### src/rtl/core/iocnt_pkg.sv
// iocnt_pkg: shared constants, payload structs, command/status structs and state
// encoding for the interval overlap counter. No dependencies.
package iocnt_pkg;

   localparam int TABLE_ENTRIES = 1024;
   localparam int COORD_BITS    = 32;
   localparam int CHROM_BITS    = 8;
   localparam int ADDR_W        = (TABLE_ENTRIES > 1) ? $clog2(TABLE_ENTRIES) : 1;
   localparam int FILL_W        = $clog2(TABLE_ENTRIES + 1);
   localparam int COUNT_W       = 11;
   localparam logic [COUNT_W-1:0] COUNT_MAX = '1;

   typedef enum logic [1:0] {
      FUNC_CLEAR = 2'd0,
      FUNC_LOAD  = 2'd1,
      FUNC_QUERY = 2'd2
   } func_type;

   typedef struct packed {
      logic [1:0]            func;
      logic [CHROM_BITS-1:0] chrom_id;
      logic [COORD_BITS-1:0] interval_start;
      logic [COORD_BITS-1:0] interval_end;
   } req_payload_type;

   typedef struct packed {
      logic [COUNT_W-1:0] overlap_count;
      logic               table_overflowed;
   } rsp_payload_type;

   typedef struct packed {
      logic [CHROM_BITS-1:0] chrom;
      logic [COORD_BITS-1:0] start;
      logic [COORD_BITS-1:0] stop;
   } entry_type;

   typedef enum logic [1:0] {
      ST_IDLE,
      ST_SCAN,
      ST_DRAIN,
      ST_FINISH
   } state_type;

   typedef struct packed {
      logic clear;
      logic load_wr;
      logic scan_init;
      logic scan_rd;
      logic result_load;
   } cmd_type;

   typedef struct packed {
      logic              table_empty;
      logic              scan_last;
      logic [FILL_W-1:0] fill_level;
   } sts_type;

endpackage

### src/rtl/core/iocnt_ctrl.sv
// iocnt_ctrl: request decode, scan sequencing and response handshake.
// Depends on iocnt_pkg.
module iocnt_ctrl (
   input  logic                      clock,
   input  logic                      reset,
   input  logic                      req_valid,
   output logic                      req_ready,
   input  logic [1:0]                req_func,
   output logic                      rsp_valid,
   input  logic                      rsp_ready,
   input  iocnt_pkg::sts_type        sts,
   output iocnt_pkg::cmd_type        cmd
);
   import iocnt_pkg::*;

   state_type state_ff, state_in;
   logic      rsp_valid_ff, rsp_valid_in;
   logic      req_fire;
   logic      out_free;

   assign req_ready = (state_ff == ST_IDLE);
   assign req_fire  = req_valid && req_ready;
   assign out_free  = !rsp_valid_ff || rsp_ready;
   assign rsp_valid = rsp_valid_ff;

   // next state
   always_comb begin
      state_in = state_ff;
      unique case (state_ff)
         ST_IDLE: begin
            if (req_fire && (req_func == FUNC_QUERY)) begin
               state_in = sts.table_empty ? ST_FINISH : ST_SCAN;
            end
         end
         ST_SCAN: begin
            if (sts.scan_last) begin
               state_in = ST_DRAIN;
            end
         end
         ST_DRAIN: begin
            state_in = ST_FINISH;
         end
         ST_FINISH: begin
            if (out_free) begin
               state_in = ST_IDLE;
            end
         end
         default: state_in = ST_IDLE;
      endcase
   end

   // outputs
   always_comb begin
      cmd = '0;
      unique case (state_ff)
         ST_IDLE: begin
            if (req_fire) begin
               unique case (req_func)
                  FUNC_CLEAR: cmd.clear     = 1'b1;
                  FUNC_LOAD:  cmd.load_wr   = 1'b1;
                  FUNC_QUERY: cmd.scan_init = 1'b1;
                  default:    cmd = '0;
               endcase
            end
         end
         ST_SCAN:   cmd.scan_rd     = 1'b1;
         ST_DRAIN:  cmd             = '0;
         ST_FINISH: cmd.result_load = out_free;
         default:   cmd = '0;
      endcase
   end

   always_comb begin
      rsp_valid_in = rsp_valid_ff;
      if (cmd.result_load) begin
         rsp_valid_in = 1'b1;
      end else if (rsp_ready) begin
         rsp_valid_in = 1'b0;
      end
   end

   always_ff @(posedge clock) begin
      if (reset) begin
         state_ff     <= ST_IDLE;
         rsp_valid_ff <= 1'b0;
      end else begin
         state_ff     <= state_in;
         rsp_valid_ff <= rsp_valid_in;
      end
   end

endmodule

### config.mk
export PLATFORM = sky130hd
export DESIGN_NAME = iocnt_ctrl
export DESIGN_NICKNAME = d
export VERILOG_FILES = /design/src/rtl/core/iocnt_pkg.sv /design/src/rtl/core/iocnt_ctrl.sv
export SDC_FILE = /design/constraint.sdc
export NUM_CORES = 1
export LEC_CHECK = 0
export BUFFER_PORTS_ARGS = -buffer_cell sky130_fd_sc_hd__buf_2
export CAP_MARGIN = 20
export CORE_AREA = 2 2 39 41
export DETAILED_ROUTE_END_ITERATION = 7
export DIE_AREA = 0 0 41 43
export PLACE_DENSITY = 0.55
export SLEW_MARGIN = 10
export SYNTH_ARGS = -nofsm -noshare
export SYNTH_HDL_FRONTEND = slang
export SYNTH_SLANG_ARGS = --single-unit
### constraint.sdc
create_clock -name clock -period 2.6 [get_ports clock]
set_input_delay 0.13 -clock clock [delete_from_list [all_inputs] [get_ports clock]]
set_output_delay 0.13 -clock clock [all_outputs]
set_load 0.05 [all_outputs]
=== Yosys cells after proc, flatten, opt, wreduce, memory -nomap -nowiden ===
Index checks and enable logic that the tools add are counted.

* Output and inout port bits: 7
* Word-level logic and storage cells: 32
* Bits of input ports: 19
* Register bits: 3

* Reductions and logical operators: 8
* Equal/unequal tests: 8
* Multiplexer cells: 14

{| class="wikitable"
|+ Operators with widths
! kind !! number
|-
| $mux 2 || 4
|-
| $pmux 2 s4 || 1
|-
| $eq 2x2->1 const B || 3
|-
| $mux 1 || 5
|-
| $mux 5 || 1
|-
| $eq 2x1->1 const B || 2
|-
| $logic_not 2->1 || 2
|-
| $ne 2x2->1 const B || 2
|-
| $pmux 1 s2 || 2
|-
| $mux 3 || 1
|-
| $reduce_and 3->1 || 1
|-
| $logic_and 1x1->1 || 2
|-
| $ne 2x1->1 const B || 1
|-
| $reduce_bool 2->1 || 1
|-
| $logic_not 1->1 || 1
|-
| $logic_or 1x1->1 || 1
|}

=== Longest topological paths before layout ===
* Word-level depth: 5
* Mapped depth: 5
* Mapped depth without buffers: 5

=== Worst setup path before layout ===
No wires, ideal clock.

* Path kind: reg2out
* Start point: register state_ff[0]
* End point: output cmd[3] (netlist bit)
* Required time: 2.470 ns
* Path slack: 0.170 ns
* Data arrival time: 2.300 ns
* Path buffers: 0
* Cell stages (with the launch flop): 5
* Cells stage by stage: dfxtp_1 inv_1 ha_1 nand2_1 nor3b_1

{| class="wikitable"
|+ RTL lines
! element !! line !! source
|-
| start, declared || iocnt_ctrl.sv:16 || <nowiki>state_type state_ff, state_in;</nowiki>
|-
| start signal, assigned || iocnt_ctrl.sv:87 || <nowiki>state_ff <= state_in;</nowiki>
|-
| end, declared || iocnt_ctrl.sv:12 || <nowiki>output iocnt_pkg::cmd_type cmd</nowiki>
|}

==> results.yml <==
status:
  status: "finished, final reports clean"
yosys:
  ys_seq_elements: 3
  yosys.cell_types.count: 17
  synth-main-ff-cell: "dfxtp_1"
  synth_nets: 50
  synth_top_area_cell: "dfxtp_1"
  yosys_warnings: 0
  netlist_area_um2: 250
  syn_avg_cell_area_um2: 9.27
  synth_cells: 27
  synth_edf_count: 0
  yosys-top-cells-count: "ha_1, nor2_1, dfxtp_1, inv_1, nor3b_1"
  yosysTopAreaCellShare_pct: 24.0
  async_reset_ff_share_pct: 0
  ys_seq_area_share_pct: 24.0
  synthTopCellsByArea: "dfxtp_1, ha_1, mux2_4"
place:
  io_buffers: 14
  dp_hpwl_um: 426
  gp_congestion: 0.643
  place_ws_ns: 1.07
clock_tree:
  clockBufferDepth: 2
  cts_setup_buffers: 0
  htree_levels: 1
  cts_sinks: 3
  postCtsHoldBufs: 0
  clk_latency_ns: 0.23
  clk_root_buffer_cell: "clkbuf_4"
  numCtsBuffers: 3
  cts_resized: 0
  cts_tree: "yes"
  clk_pin_slew_ns: 0.04
global_route:
  grt_antenna_before_repair: 0
  grt.overflow.total: 0
  grt_max_degree: 6
  grt_use_total_pct: 7.24
  grt_pass1_wl_um: 765
  grt_pass1_vias: 194
sta:
  setup_slack_ns: 0.955
  relSlewSlack_pct: 74.9
  hold_violations: 0
  tightest_slew_ns: 0.367
  fin_crit_ns: 1.64
  slew_violations: 0
  fin_crit_sh_pct: 63.3
  timing.setup.tns_ns: 0
  setup_viol: 0
  worst_clock_skew_ns: 0.00183
  clock.fmax_mhz: 608
  rsz0062_at_grt: "no"
routing:
  ant_nets: 0
  first_pass_iters: 1
  wire_per_inst_um: 8.85
  vias: 237
  drt-initial-drc-count: 0
  drt_wl_total_um: 531
  route.detailed.drc: 0
  viasPerCell: 3.95
pwr:
  seqPwrFrac_pct: 18.5
  switching_power_mw: 0.202
  p_int_mw: 0.199
  p_leak_nw: 0.185
  ir_drop_uv: 343
  p_per_area_nw_per_um2: 1120
  clock_power_share_pct: 20.2
  p_comb_share_pct: 61.4
  swShare_pct: 50.4
floorplan:
  start_util_pct: 18.1
  ios: 26
  dieHeight_um: 43
  core_um2: 1380
  die_area_um2: 1760
  rows: 14
  die_x_um: 41
layout:
  syn_to_final_growth_pct: 43.5
  num_antenna_cells: 0
  drive_gt1_share_pct: 43.2
  final_net_count: 68
  nFillCells: 152
worst_setup_path:
  rrSetupSlack_ns: 1.06
  cp-startpoint: "state_ff[1]"
  crit_path_start_kind: "flip-flop"
  critical_path.endpoint: "cmd[3]"
  r2r_cells: 5
  r2r-end: "state_ff[1]"
  arrival_ns: 1.51
  worst_setup_path_end_kind: "output port"
  path_class: "reg2out"
  worstPathRequired_ns: 2.47
  r2r-start: "state_ff[1]"
  cp_max_fo: 5
run:
  cap_violations: 0
min_path:
  hp-class: "in2reg"
[area by class of cell]
cell class | count | area [um2] | area share (%)
Multi-Input combinational cell | 21 | 175 | 48.8
Clock buffer | 4 | 26.3 | 7.32
Inverter | 2 | 7.51 | 2.09
Sequential cell | 3 | 60.1 | 16.7
Tap cell | 16 | 20.0 | 5.57
Timing Repair Buffer | 14 | 70.1 | 19.5
[how the worst min path moves through the flow]
stage / cells past startpoint / slack (ns) / to / from
after global routing: 2 / 0.11 / state_ff[0] / reset
final: 2 / 0.12 / rsp_valid / reset
after detailed placement: 2 / 0.35 / rsp_valid / reset
after CTS: 2 / 0.10 / rsp_valid / reset
after floorplan: 1 / 0.20 / rsp_valid / reset
after global placement: 2 / 0.35 / rsp_valid / reset
[stage by stage]
step                hold slack, ns  instance area [um2]  instances  power [mW]  util (%)
floorplan                    0.202                  250         27       0.280         -
global placement             0.348                  333         56       0.318      24.1
detailed placement           0.352                  333         56       0.322      24.1
CTS                          0.103                  359         60       0.408      25.9
global route                 0.112                  359         60       0.431      25.9
finish                       0.116                  359         60       0.401      25.9
[power by group through the flow]
stage | Sequential (mW) | Combinational (mW) | Clock, mW
2_1_floorplan | 0.0742 | 0.205 | 0
3_3_place_gp | 0.0740 | 0.244 | 0
3_5_place_dp | 0.0748 | 0.247 | 0
4_1_cts | 0.0738 | 0.248 | 0.0865
5_1_grt | 0.0748 | 0.266 | 0.0901
6_report | 0.0740 | 0.246 | 0.0808
[logic make-up after synthesis]
logic type      share of synthesized area (%)
mux                                      10.0
flops                                    24.0
buf+inv                                  6.00
fa+ha+maj                                20.0
simple gates                             29.5
compound gates                           10.5
[worst max-delay path, cell delays in order, from the launching register on]
cell and delay, ns:
dfxtp_1 0.33, inv_1 0.11, ha_1 0.26, nand2_1 0.11, nor3b_1 0.19, buf_2 0.28
[cells in the final DEF (no fill, tap or decap), drive strengths merged]
cell	count
buf	14
nor2	4
ha	4
clkbuf	4
dfxtp	3
nor3b	2
inv	2
nor2b	2
nand2	1
nor3	1
mux2i	1
nand3b	1
and2b	1
a221o	1
mux2	1
a2111oi	1
a211oi	1
[registers in the layout, indices dropped and copies added (netlist names)]
register / count
rsp_valid: 1
state_ff: 2
[routing by layer]
layer | routed length, um | up-vias | track usage, % | share of wire (%)
met5 | 0 | - | 0 | 0
met4 | 14 | 0 | 10.0 | 2.6
met3 | 38 | 2 | 3.14 | 7.2
met2 | 223 | 9 | 8.13 | 42
met1 | 255 | 98 | 8.06 | 48
li1 | - | 128 | - | -
Note: power is estimated with default switching activity, not from simulation.
